## src/rtl/c2t_pkg.sv

```systemverilog
// c2t_pkg: shared types and constants of the CSV to TSV stream converter.
// No dependencies; imported by every module of the block except c2t_fifo.
`default_nettype none
package c2t_pkg;

    localparam int COUNT_BITS_DEFAULT = 16;
    localparam int MID_DEPTH_DEFAULT  = 2;
    localparam int OUT_DEPTH_DEFAULT  = 2;

    localparam logic [7:0] CH_NL    = 8'h0A;
    localparam logic [7:0] CH_TAB   = 8'h09;
    localparam logic [7:0] CH_COMMA = 8'h2C;
    localparam logic [7:0] CH_QUOTE = 8'h22;
    localparam logic [7:0] CH_SPACE = 8'h20;

    localparam int          PADDR_W             = 2;
    localparam logic [1:0]  REG_OUTPUT_LIMIT    = 2'd0;
    localparam logic [15:0] OUTPUT_LIMIT_RESET  = 16'hFFFF;

    typedef struct packed {
        logic [7:0] in_byte;
        logic       in_last;
    } in_item_t;

    typedef struct packed {
        logic [7:0] data_char;
        logic       last;
        logic       is_nl;
        logic       is_comma;
        logic       is_quote;
    } mid_item_t;

    typedef struct packed {
        logic        out_valid;
        logic [7:0]  out_char;
        logic        out_done;
        logic [15:0] out_count;
    } result_t;

endpackage
`default_nettype wire

```

## src/rtl/c2t_fifo.sv

```systemverilog
// c2t_fifo: small register-based FIFO with push/full and pop/empty sides.
// Depends on nothing; used for the classify queue and the result queue.
`default_nettype none
module c2t_fifo #(
    parameter int WIDTH = 8,
    parameter int DEPTH = 2
) (
    input  wire logic             clk,
    input  wire logic             rst_n,
    input  wire logic             push,
    input  wire logic [WIDTH-1:0] wdata,
    output logic                  full,
    input  wire logic             pop,
    output logic [WIDTH-1:0]      rdata,
    output logic                  empty
);

    localparam int PTR_W = (DEPTH > 1) ? $clog2(DEPTH) : 1;
    localparam int CNT_W = $clog2(DEPTH + 1);

    logic [WIDTH-1:0] mem_reg [DEPTH];
    logic [PTR_W-1:0] wptr_reg, wptr_next;
    logic [PTR_W-1:0] rptr_reg, rptr_next;
    logic [CNT_W-1:0] cnt_reg, cnt_next;
    logic             do_push, do_pop;

    assign full    = (cnt_reg == CNT_W'(DEPTH));
    assign empty   = (cnt_reg == '0);
    assign do_push = push && !full;
    assign do_pop  = pop && !empty;
    assign rdata   = mem_reg[rptr_reg];

    always_comb
    begin
        wptr_next = wptr_reg;
        rptr_next = rptr_reg;
        cnt_next  = cnt_reg;
        if (do_push)
        begin
            wptr_next = (wptr_reg == PTR_W'(DEPTH - 1)) ? '0 : wptr_reg + 1'b1;
        end
        if (do_pop)
        begin
            rptr_next = (rptr_reg == PTR_W'(DEPTH - 1)) ? '0 : rptr_reg + 1'b1;
        end
        if (do_push && !do_pop)
        begin
            cnt_next = cnt_reg + 1'b1;
        end
        else if (do_pop && !do_push)
        begin
            cnt_next = cnt_reg - 1'b1;
        end
    end

    always_ff @(posedge clk or negedge rst_n)
    begin
        if (!rst_n)
        begin
            wptr_reg <= '0;
            rptr_reg <= '0;
            cnt_reg  <= '0;
        end
        else
        begin
            wptr_reg <= wptr_next;
            rptr_reg <= rptr_next;
            cnt_reg  <= cnt_next;
        end
    end

    always_ff @(posedge clk)
    begin
        if (do_push)
        begin
            mem_reg[wptr_reg] <= wdata;
        end
    end

endmodule
`default_nettype wire

```

## src/rtl/c2t_front.sv

```systemverilog
// c2t_front: accepts input transactions, classifies each byte, queues it.
// Depends on c2t_pkg and c2t_fifo.
`default_nettype none
module c2t_front
    import c2t_pkg::*;
#(
    parameter int MID_DEPTH = MID_DEPTH_DEFAULT
) (
    input  wire logic      clk,
    input  wire logic      rst_n,
    input  wire logic      push,
    input  wire in_item_t  item,
    output logic           full,
    input  wire logic      mid_pop,
    output mid_item_t      mid_item,
    output logic           mid_empty
);

    mid_item_t cls;

    always_comb
    begin
        cls.data_char = (item.in_byte == CH_TAB) ? CH_SPACE : item.in_byte;
        cls.last      = item.in_last;
        cls.is_nl     = (item.in_byte == CH_NL);
        cls.is_comma  = (item.in_byte == CH_COMMA);
        cls.is_quote  = (item.in_byte == CH_QUOTE);
    end

    c2t_fifo #(
        .WIDTH ($bits(mid_item_t)),
        .DEPTH (MID_DEPTH)
    ) u_mid_q (
        .clk   (clk),
        .rst_n (rst_n),
        .push  (push),
        .wdata (cls),
        .full  (full),
        .pop   (mid_pop),
        .rdata (mid_item),
        .empty (mid_empty)
    );

endmodule
`default_nettype wire

```

## src/rtl/c2t_back.sv

```systemverilog
// c2t_back: field mode machine, emitted count and limit; queues results.
// Depends on c2t_pkg and c2t_fifo.
`default_nettype none
module c2t_back
    import c2t_pkg::*;
#(
    parameter int COUNT_BITS = COUNT_BITS_DEFAULT,
    parameter int OUT_DEPTH  = OUT_DEPTH_DEFAULT
) (
    input  wire logic        clk,
    input  wire logic        rst_n,
    input  wire logic [15:0] output_limit,
    input  wire mid_item_t   mid_item,
    input  wire logic        mid_empty,
    output logic             mid_pop,
    output logic             empty,
    input  wire logic        pop,
    output result_t          result
);

    localparam logic [1:0] MODE_BETWEEN    = 2'd0;
    localparam logic [1:0] MODE_PLAIN      = 2'd1;
    localparam logic [1:0] MODE_QUOTED     = 2'd2;
    localparam logic [1:0] MODE_QUOTE_SEEN = 2'd3;

    localparam int LW = (COUNT_BITS > 16) ? COUNT_BITS : 16;
    localparam logic [LW-1:0] CMAX = LW'((64'd1 << COUNT_BITS) - 64'd1);

    logic [1:0]            mode_reg, mode_next, mode_adv;
    logic [COUNT_BITS-1:0] cnt_reg, cnt_next;
    logic                  hit_reg, hit_next;
    logic                  out_full, emit, hit_now;
    logic [7:0]            ch;
    logic [LW-1:0]         limit_w, lim, cnt_w, cnt_next_w;
    result_t               res;

    assign mid_pop = !mid_empty && !out_full;
    assign limit_w = LW'(output_limit);
    assign lim     = (limit_w > CMAX) ? CMAX : limit_w;
    assign cnt_w   = LW'(cnt_reg);
    assign hit_now = hit_reg || (cnt_w >= lim);

    always_comb
    begin
        mode_adv = mode_reg;
        emit     = 1'b1;
        ch       = mid_item.data_char;
        if (mid_item.is_nl)
        begin
            mode_adv = MODE_BETWEEN;
            ch       = CH_NL;
        end
        else
        begin
            unique case (mode_reg)
                MODE_BETWEEN:
                begin
                    if (mid_item.is_comma)
                    begin
                        ch = CH_TAB;
                    end
                    else if (mid_item.is_quote)
                    begin
                        mode_adv = MODE_QUOTED;
                        emit     = 1'b0;
                    end
                    else
                    begin
                        mode_adv = MODE_PLAIN;
                    end
                end
                MODE_PLAIN:
                begin
                    if (mid_item.is_comma)
                    begin
                        mode_adv = MODE_BETWEEN;
                        ch       = CH_TAB;
                    end
                end
                MODE_QUOTED:
                begin
                    if (mid_item.is_quote)
                    begin
                        if (mid_item.last)
                        begin
                            mode_adv = MODE_BETWEEN;
                            ch       = CH_TAB;
                        end
                        else
                        begin
                            mode_adv = MODE_QUOTE_SEEN;
                            emit     = 1'b0;
                        end
                    end
                end
                MODE_QUOTE_SEEN:
                begin
                    if (mid_item.is_comma)
                    begin
                        mode_adv = MODE_BETWEEN;
                        ch       = CH_TAB;
                    end
                    else
                    begin
                        mode_adv = MODE_QUOTED;
                    end
                end
                default:
                begin
                    mode_adv = MODE_BETWEEN;
                end
            endcase
        end
    end

    always_comb
    begin
        mode_next = mode_reg;
        cnt_next  = cnt_reg;
        hit_next  = 1'b1;
        if (!hit_now)
        begin
            mode_next = mode_adv;
            cnt_next  = cnt_reg + COUNT_BITS'(emit);
        end
        cnt_next_w = LW'(cnt_next);
        if (!hit_now)
        begin
            hit_next = (cnt_next_w >= lim);
        end
        res.out_valid = !hit_now && emit;
        res.out_char  = (!hit_now && emit) ? ch : 8'h00;
        res.out_done  = hit_next || mid_item.last;
        res.out_count = cnt_next_w[15:0];
    end

    always_ff @(posedge clk or negedge rst_n)
    begin
        if (!rst_n)
        begin
            mode_reg <= MODE_BETWEEN;
            cnt_reg  <= '0;
            hit_reg  <= 1'b0;
        end
        else if (mid_pop)
        begin
            if (mid_item.last)
            begin
                mode_reg <= MODE_BETWEEN;
                cnt_reg  <= '0;
                hit_reg  <= 1'b0;
            end
            else
            begin
                mode_reg <= mode_next;
                cnt_reg  <= cnt_next;
                hit_reg  <= hit_next;
            end
        end
    end

    c2t_fifo #(
        .WIDTH ($bits(result_t)),
        .DEPTH (OUT_DEPTH)
    ) u_out_q (
        .clk   (clk),
        .rst_n (rst_n),
        .push  (mid_pop),
        .wdata (res),
        .full  (out_full),
        .pop   (pop),
        .rdata (result),
        .empty (empty)
    );

endmodule
`default_nettype wire

```

## src/rtl/csv_to_tsv_stream_converter_top.sv

```systemverilog
// csv_to_tsv_stream_converter_top: APB register, classify front, mode back.
// Depends on c2t_pkg, c2t_front, c2t_back (and c2t_fifo below them).
//
// channel   direction  handshake                     payload
// input     in         push / full                   item   (in_item_t)
// result    out        empty / pop                   result (result_t)
// config    in/out     psel penable pwrite pready    paddr pwdata prdata
//
// One byte per cycle sustained while results are popped; each transaction yields
// exactly one result. From push to result visible, an item passes the classify
// queue, then the mode/count update writing the result queue. Either side may
// stall on its own; full rises only when both two-entry queues are filled.
// Reset clears the queues, mode, count and limit flag; output_limit = 65535.
`default_nettype none
module csv_to_tsv_stream_converter_top
    import c2t_pkg::*;
#(
    parameter int COUNT_BITS = COUNT_BITS_DEFAULT
) (
    input  wire logic               clk,
    input  wire logic               rst_n,
    input  wire logic               push,
    input  wire in_item_t           item,
    output logic                    full,
    output logic                    empty,
    input  wire logic               pop,
    output result_t                 result,
    input  wire logic               psel,
    input  wire logic               penable,
    input  wire logic               pwrite,
    input  wire logic [PADDR_W-1:0] paddr,
    input  wire logic [31:0]        pwdata,
    output logic [31:0]             prdata,
    output logic                    pready
);

    logic [15:0] output_limit_reg;
    mid_item_t   mid_item;
    logic        mid_empty, mid_pop;

    assign pready = 1'b1;
    assign prdata = (paddr == REG_OUTPUT_LIMIT) ? {16'h0000, output_limit_reg} : 32'h0;

    always_ff @(posedge clk or negedge rst_n)
    begin
        if (!rst_n)
        begin
            output_limit_reg <= OUTPUT_LIMIT_RESET;
        end
        else if (psel && penable && pwrite && pready && (paddr == REG_OUTPUT_LIMIT))
        begin
            output_limit_reg <= pwdata[15:0];
        end
    end

    c2t_front #(
        .MID_DEPTH (MID_DEPTH_DEFAULT)
    ) u_front (
        .clk       (clk),
        .rst_n     (rst_n),
        .push      (push),
        .item      (item),
        .full      (full),
        .mid_pop   (mid_pop),
        .mid_item  (mid_item),
        .mid_empty (mid_empty)
    );

    c2t_back #(
        .COUNT_BITS (COUNT_BITS),
        .OUT_DEPTH  (OUT_DEPTH_DEFAULT)
    ) u_back (
        .clk          (clk),
        .rst_n        (rst_n),
        .output_limit (output_limit_reg),
        .mid_item     (mid_item),
        .mid_empty    (mid_empty),
        .mid_pop      (mid_pop),
        .empty        (empty),
        .pop          (pop),
        .result       (result)
    );

endmodule
`default_nettype wire

```

## config.mk

```make
export PLATFORM = sky130hd
export DESIGN_NAME = csv_to_tsv_stream_converter_top
export DESIGN_NICKNAME = d
export VERILOG_FILES = /design/src/rtl/c2t_pkg.sv /design/src/rtl/c2t_fifo.sv /design/src/rtl/c2t_front.sv /design/src/rtl/c2t_back.sv /design/src/rtl/csv_to_tsv_stream_converter_top.sv
export SDC_FILE = /design/constraint.sdc
export NUM_CORES = 1
export LEC_CHECK = 0
export BUFFER_PORTS_ARGS = -buffer_cell sky130_fd_sc_hd__buf_2
export CORE_MARGIN = 2
export CORE_UTILIZATION = 25
export CTS_CLUSTER_SIZE = 24
export DETAILED_ROUTE_END_ITERATION = 8
export GPL_TIMING_DRIVEN = 1
export PLACE_DENSITY_LB_ADDON = 0.25
export SLEW_MARGIN = 20
export SYNTH_ARGS = -nofsm -noshare
export SYNTH_HDL_FRONTEND = slang
export SYNTH_SLANG_ARGS = --single-unit
```

## constraint.sdc

```tcl
create_clock -name clk -period 5.2 [get_ports clk]
set_input_delay 1.04 -clock clk [delete_from_list [all_inputs] [get_ports clk]]
set_output_delay 1.04 -clock clk [all_outputs]
set_load 0.01 [all_outputs]
```

After elaboration in Yosys (flattened, before gate mapping). Memory sizes are Yosys's and may differ from the RTL's. Index checks and enable logic that the tools add are counted.

Add/subtract/negate cells: 9. Equality and inequality tests: 13. Shift-type cells: 0. Divide/modulo/power cells: 0. Bitwise logic cells: 0. Mux-type cells: 40. Reductions and logical operators: 32. Multiply operators: 0. Magnitude comparators: 3.

Operators by type and width (number): $mux 16 (4); $mux 8 (6); $ge 16x16->1 (2); $mux 2 (12); $add 16x1->16 (1); $eq 8x4->1 const B (2); $eq 8x6->1 const B (2); $gt 16x16->1 const B (1); $pmux 8 s2 (1); $mux 1 (15); $logic_and 1x1->1 (13); $ne 4x3->1 const B (3); $logic_not 1->1 (9); $eq 2x2->1 const B (4); $logic_not 2->1 (4); $pmux 2 s4 (1); $reduce_and 5->1 (1); $add 1x1->1 const B (4); $add 2x1->2 const B (2); $reduce_bool 2->1 (2); $sub 2x1->2 const B (2); $reduce_or 3->1 (1); $eq 2x1->1 const B (1); $logic_or 1x1->1 (2); other kinds (2) (2).

ROM bits: 0. Bits in writable memories: 76. Register bits: 43. Latch bits: 0. Memories kept: 2.

Memory list: u_back.u_out_q.mem_reg (words 2, width 26, rd ports 1, clocked after memory_dff 0, write ports 1, RTL line c2t_fifo.sv:21) `logic [WIDTH-1:0] mem_reg [DEPTH];`; u_front.u_mid_q.mem_reg (words 2, width 12, rd ports 1, clocked after memory_dff 0, write ports 1, RTL line c2t_fifo.sv:21).

Depth between registers and ports, before layout. An unclocked memory read counts as a cell.

Depth in word-level cells: 10. Gate-level depth with buffers: 19. Depth with buffers taken out: 17.

Cells and area by module. A second synthesis with hierarchy kept.

Cells, all modules: 523. Area total of the unflattened synthesis: 6586.3 sq um.

By module, submodules not included: c2t_back (instances 1, area each 2230.9 sq um, cells each 274); c2t_fifo at u_back.u_out_q (instances 1, area each 2173.3 sq um, cells each 100); c2t_fifo at u_front.u_mid_q (instances 1, area each 1099.8 sq um, cells each 56); csv_to_tsv_stream_converter_top (instances 1, area each 930.9 sq um, cells each 72); c2t_front (instances 1, area each 151.4 sq um, cells each 21).

Worst setup path after synthesis. Ideal clock, no wire load.

Kind: flip-flop to flip-flop. Start: reg u_front.u_mid_q.rptr_reg. End: mem u_back.u_out_q.mem_reg[0][16] (netlist name), data pin. Period minus slack after synthesis: 3.788 ns. Path slack: 1.412 ns. Cell stages (with the launch flop): 20. Buffers on the path: 3. Arrival: 3.515 ns. Library setup time: 0.273 ns. Cell sequence: dfrtp_1 > buf_2 > buf_2 > mux2i_1 > nor2_1 > o21ai_1 > ha_1 > and3_1 > and3_1 > nand4_2 > buf_6 > nor2_1 > xor2_1 > ha_1 > a21o_1 > a21o_1 > a21oi_1 > o21ai_0 > a211oi_1 > nand2_1.

RTL lines: start, declared (RTL line c2t_fifo.sv:23) `logic [PTR_W-1:0] rptr_reg, rptr_next;`; start signal, assigned (RTL line c2t_fifo.sv:67) `rptr_reg <= rptr_next;`; end, declared (RTL line c2t_fifo.sv:21).

==> flow_summary.toml <==
[status]
status = "finished, final reports clean"

[sta]
worst_pin_slew_ps = 995
setup_violations = 0
rsz0062_at_grt = "no"
fin_crit_sh_pct = 87.7
post-route-min-period_ps = 4560
clock.fmax_mhz = 219
drv_slew = 0
max_slew_margin_pct = 33.4
timing.final.hold_violations = 0
fin_worst_skew_ps = 10.2
tns_ps = 0

[setup_path]
cp-start-kind = "register"
critPathKind = "register to register"
r2r_setup_slack_ps = 640
crit_path_end_kind = "register"
r2r_start = "output_limit_reg[15]$_DFFE_PN1P_"
reg2reg_depth = 15
cp_data_required_time_ps = 5350
timing.rr.end = "u_back.u_out_q.mem_reg[1][16]$_DFFE_PP_"
cp_max_fo = 15
crit_arrival_ps = 4710

[yosys]
syn_area_um2 = 6230
synth-xor-area-share_pct = 3.37
synth_edf_count = 76
synth_top_family_by_area = "simple AND/OR/NAND/NOR gates"
synth_flop_cell = "edfxtp_1"
yosys_warnings = 0
synth_cells = 534
yosysSeqAreaShare_pct = 54.2
synth_seq_cells = 119
synthAdderAreaFrac_pct = 7.23
synthArstFlopShare_pct = 36.1
synth_mux_area_share_pct = 7.39
synth_compound_area_share_pct = 9.37
yosys.area_share.simple_pct = 12.8
synth_cell_types = 66
synth_area_per_cell_um2 = 11.7

[die]
die_y_um = 162
die_area_um2 = 26200
die_w_um = 162
start_util_pct = 25.6
rows = 57
core_um2 = 24400
ios = 111

[clock_tree]
clk_pin_slew_ps = 60
cts_inserted_buffers = 17
htree_num_levels = 4
hold_buffers = 0
cts_root_buffer = "clkbuf_16"
clk_latency_ps = 420
cts_setup_buffers = 0
clockBufferDepth = 2
cts_resized = 0
clock-sinks = 119
cts_tree = "done"

[power]
p_sw_share_pct = 34.4
internal_power_mw = 2.76
p_per_area_nw_per_um2 = 560
p_clk_share_pct = 27.8
leakage_nw = 3.11
pwr-share-comb_pct = 33.5
vdd_drop_max_v = 0.000195
power.sequential.fraction_pct = 38.7
p_sw_mw = 1.44

[route]
vias_per_cell = 4.52
wl_per_cell_um = 15.2
routed_wl_um = 14400
via_count = 4285
drc_errors = 0
ant_nets = 0
initialDrtViolationCount = 210
first_pass_iters = 5

[grt]
grt_pass1_vias = 4261
grt_pass1_wl_um = 22900
grt_usage_pct = 11.2
grt_overflow = 0
antenna_found_initial = 1
grt_max_degree = 44

[min_path]
holdPathEnd = "u_front.u_mid_q.wptr_reg$_DFFE_PN0P_"
holdCritStartpoint = "u_front.u_mid_q.wptr_reg$_DFFE_PN0P_"
hold_path_depth = 1
hold_class = "register to register"

[flow_run]
max_cap_violations = 0

[place]
post-dp-hpwl_um = 10600
placed_cell_area_um2 = 6900
gp_congestion = 0.827
io_buffers = 77

[final_layout]
design_area_um2 = 7500
largest_reg_flops = 52
syn_to_final_growth_pct = 20.3
fillers = 2512
drive_above_1_share_pct = 29.5
nNetsFinal = 696
==> synth_stat cells (4+ instances only) <==
master    count  area share (%)
edfxtp_1     76              37
nand2_1      46             2.8
ha_1         36             7.2
mux2_2       32             5.8
nor2_1       30             1.8
dfrtp_1      27              11
o21ai_0      27             2.2
inv_1        24             1.4
nor3_1       21             1.7
clkbuf_1     19             1.1
buf_4        18             2.2
dfstp_2      16             6.7
xnor2_1      15             2.1
a21oi_1      12            0.96
mux2i_1      10             1.6
xor2_1        9             1.3
and3_1        8            0.80
and2_1        7            0.70
nand3_1       7            0.56
nand2b_1      6            0.60
nand4_1       6            0.60
a211oi_1      4            0.48
a21o_1        4            0.48
nor4_1        4            0.40
o21ai_1       4            0.32
==> worst max-delay path, stage by stage (launching register included) <==
cell and delay [ps]:
dfstp_2 510, inv_1 120, ha_1 360, nand4_1 160, o21ai_0 130, nor3_2 210
buf_4 190, and3_1 530, nand2_1 180, xnor2_1 410, ha_1 310, or2_2 270
a31oi_1 200, o21ai_0 190, a211oi_1 410, nand2_1 120
==> cell families after synthesis <==
family / Yosys count
and+or+nand+nor: 155
muxes: 42
other: 2
buffers and inverters: 69
DFF: 119
AOI/OAI and AO/OA: 87
adders and majority gates: 36
xor gates and xnor gates: 24
==> how the worst max path moves through the flow <==
stage | endpoint | startpoint
after floorplan | u_back.u_out_q.mem_reg[0][16]$_DFFE_PP_ | u_front.u_mid_q.rptr_reg$_DFFE_PN0P_
after global placement | u_back.u_out_q.mem_reg[0][16]$_DFFE_PP_ | output_limit_reg[15]$_DFFE_PN1P_
after detailed placement | u_back.u_out_q.mem_reg[1][16]$_DFFE_PP_ | output_limit_reg[15]$_DFFE_PN1P_
after CTS | u_back.u_out_q.mem_reg[0][16]$_DFFE_PP_ | output_limit_reg[15]$_DFFE_PN1P_
after global routing | u_back.u_out_q.mem_reg[0][16]$_DFFE_PP_ | u_front.u_mid_q.rptr_reg$_DFFE_PN0P_
final | u_back.u_out_q.mem_reg[1][16]$_DFFE_PP_ | output_limit_reg[15]$_DFFE_PN1P_
==> power by group through the flow <==
stage                     sequential [mW]  clock, mW  combinational (mW)
after floorplan                      1.56          0               0.996
after global placement               1.63          0                1.40
after detailed placement             1.65          0                1.43
after CTS                            1.63       1.20                1.44
after global routing                 1.67       1.24                1.57
final                                1.62       1.17                1.41
==> metal layers <==
layer	track usage (%)	vias up	part of all wire (%)
met5	0	-	0
met4	3.98	0	1.4
met3	3.47	15	4.4
met2	17.9	98	47
met1	14.4	2097	47
li1	-	2075	-
==> area by class of cell <==
cell class | instances | area, um2 | area share [%]
multi-input cells | 361 | 2570 | 34.3
repair buffers | 86 | 455 | 6.07
well taps | 324 | 405 | 5.40
diodes | 1 | 2.50 | 0.0334
flip-flops and latches | 119 | 3380 | 45.1
clock buffers | 17 | 425 | 5.67
clock inverters | 15 | 168 | 2.24
inverters | 25 | 93.8 | 1.25
==> cells in the final DEF (no fill, tap or decap), types with 7 or more instances in the layout <==
| cell | synthesis | routed |
|---|---|---|
| a21oi_1 | 12 | 12 |
| mux2_2 | 32 | 32 |
| inv_1 | 24 | 24 |
| buf_2 | 2 | 76 |
| clkbuf_16 | 0 | 17 |
| nor2_1 | 30 | 28 |
| nand3_1 | 7 | 7 |
| o21ai_0 | 27 | 27 |
| and2_1 | 7 | 7 |
| nand2_1 | 46 | 46 |
| nor3_1 | 21 | 21 |
| ha_1 | 36 | 36 |
| xor2_1 | 9 | 9 |
| edfxtp_1 | 76 | 76 |
| and3_1 | 8 | 8 |
| buf_4 | 18 | 10 |
| conb_1 | 2 | 17 |
| mux2i_1 | 10 | 10 |
| dfstp_2 | 16 | 16 |
| xnor2_1 | 15 | 15 |
| dfrtp_1 | 27 | 26 |
==> stage by stage <==
step	utilization, %	hold slack [ps]	cells	total power [mW]	worst slack, ps
5_1_grt	30.7	525	947	4.48	364
6_report	30.8	496	948	4.20	640
4_1_cts	30.7	504	947	4.27	644
3_3_place_gp	28.3	483	915	3.03	694
2_1_floorplan	-	451	549	2.56	1410
3_5_place_dp	28.3	493	915	3.08	669
Note: power is estimated with default switching activity, not from simulation.
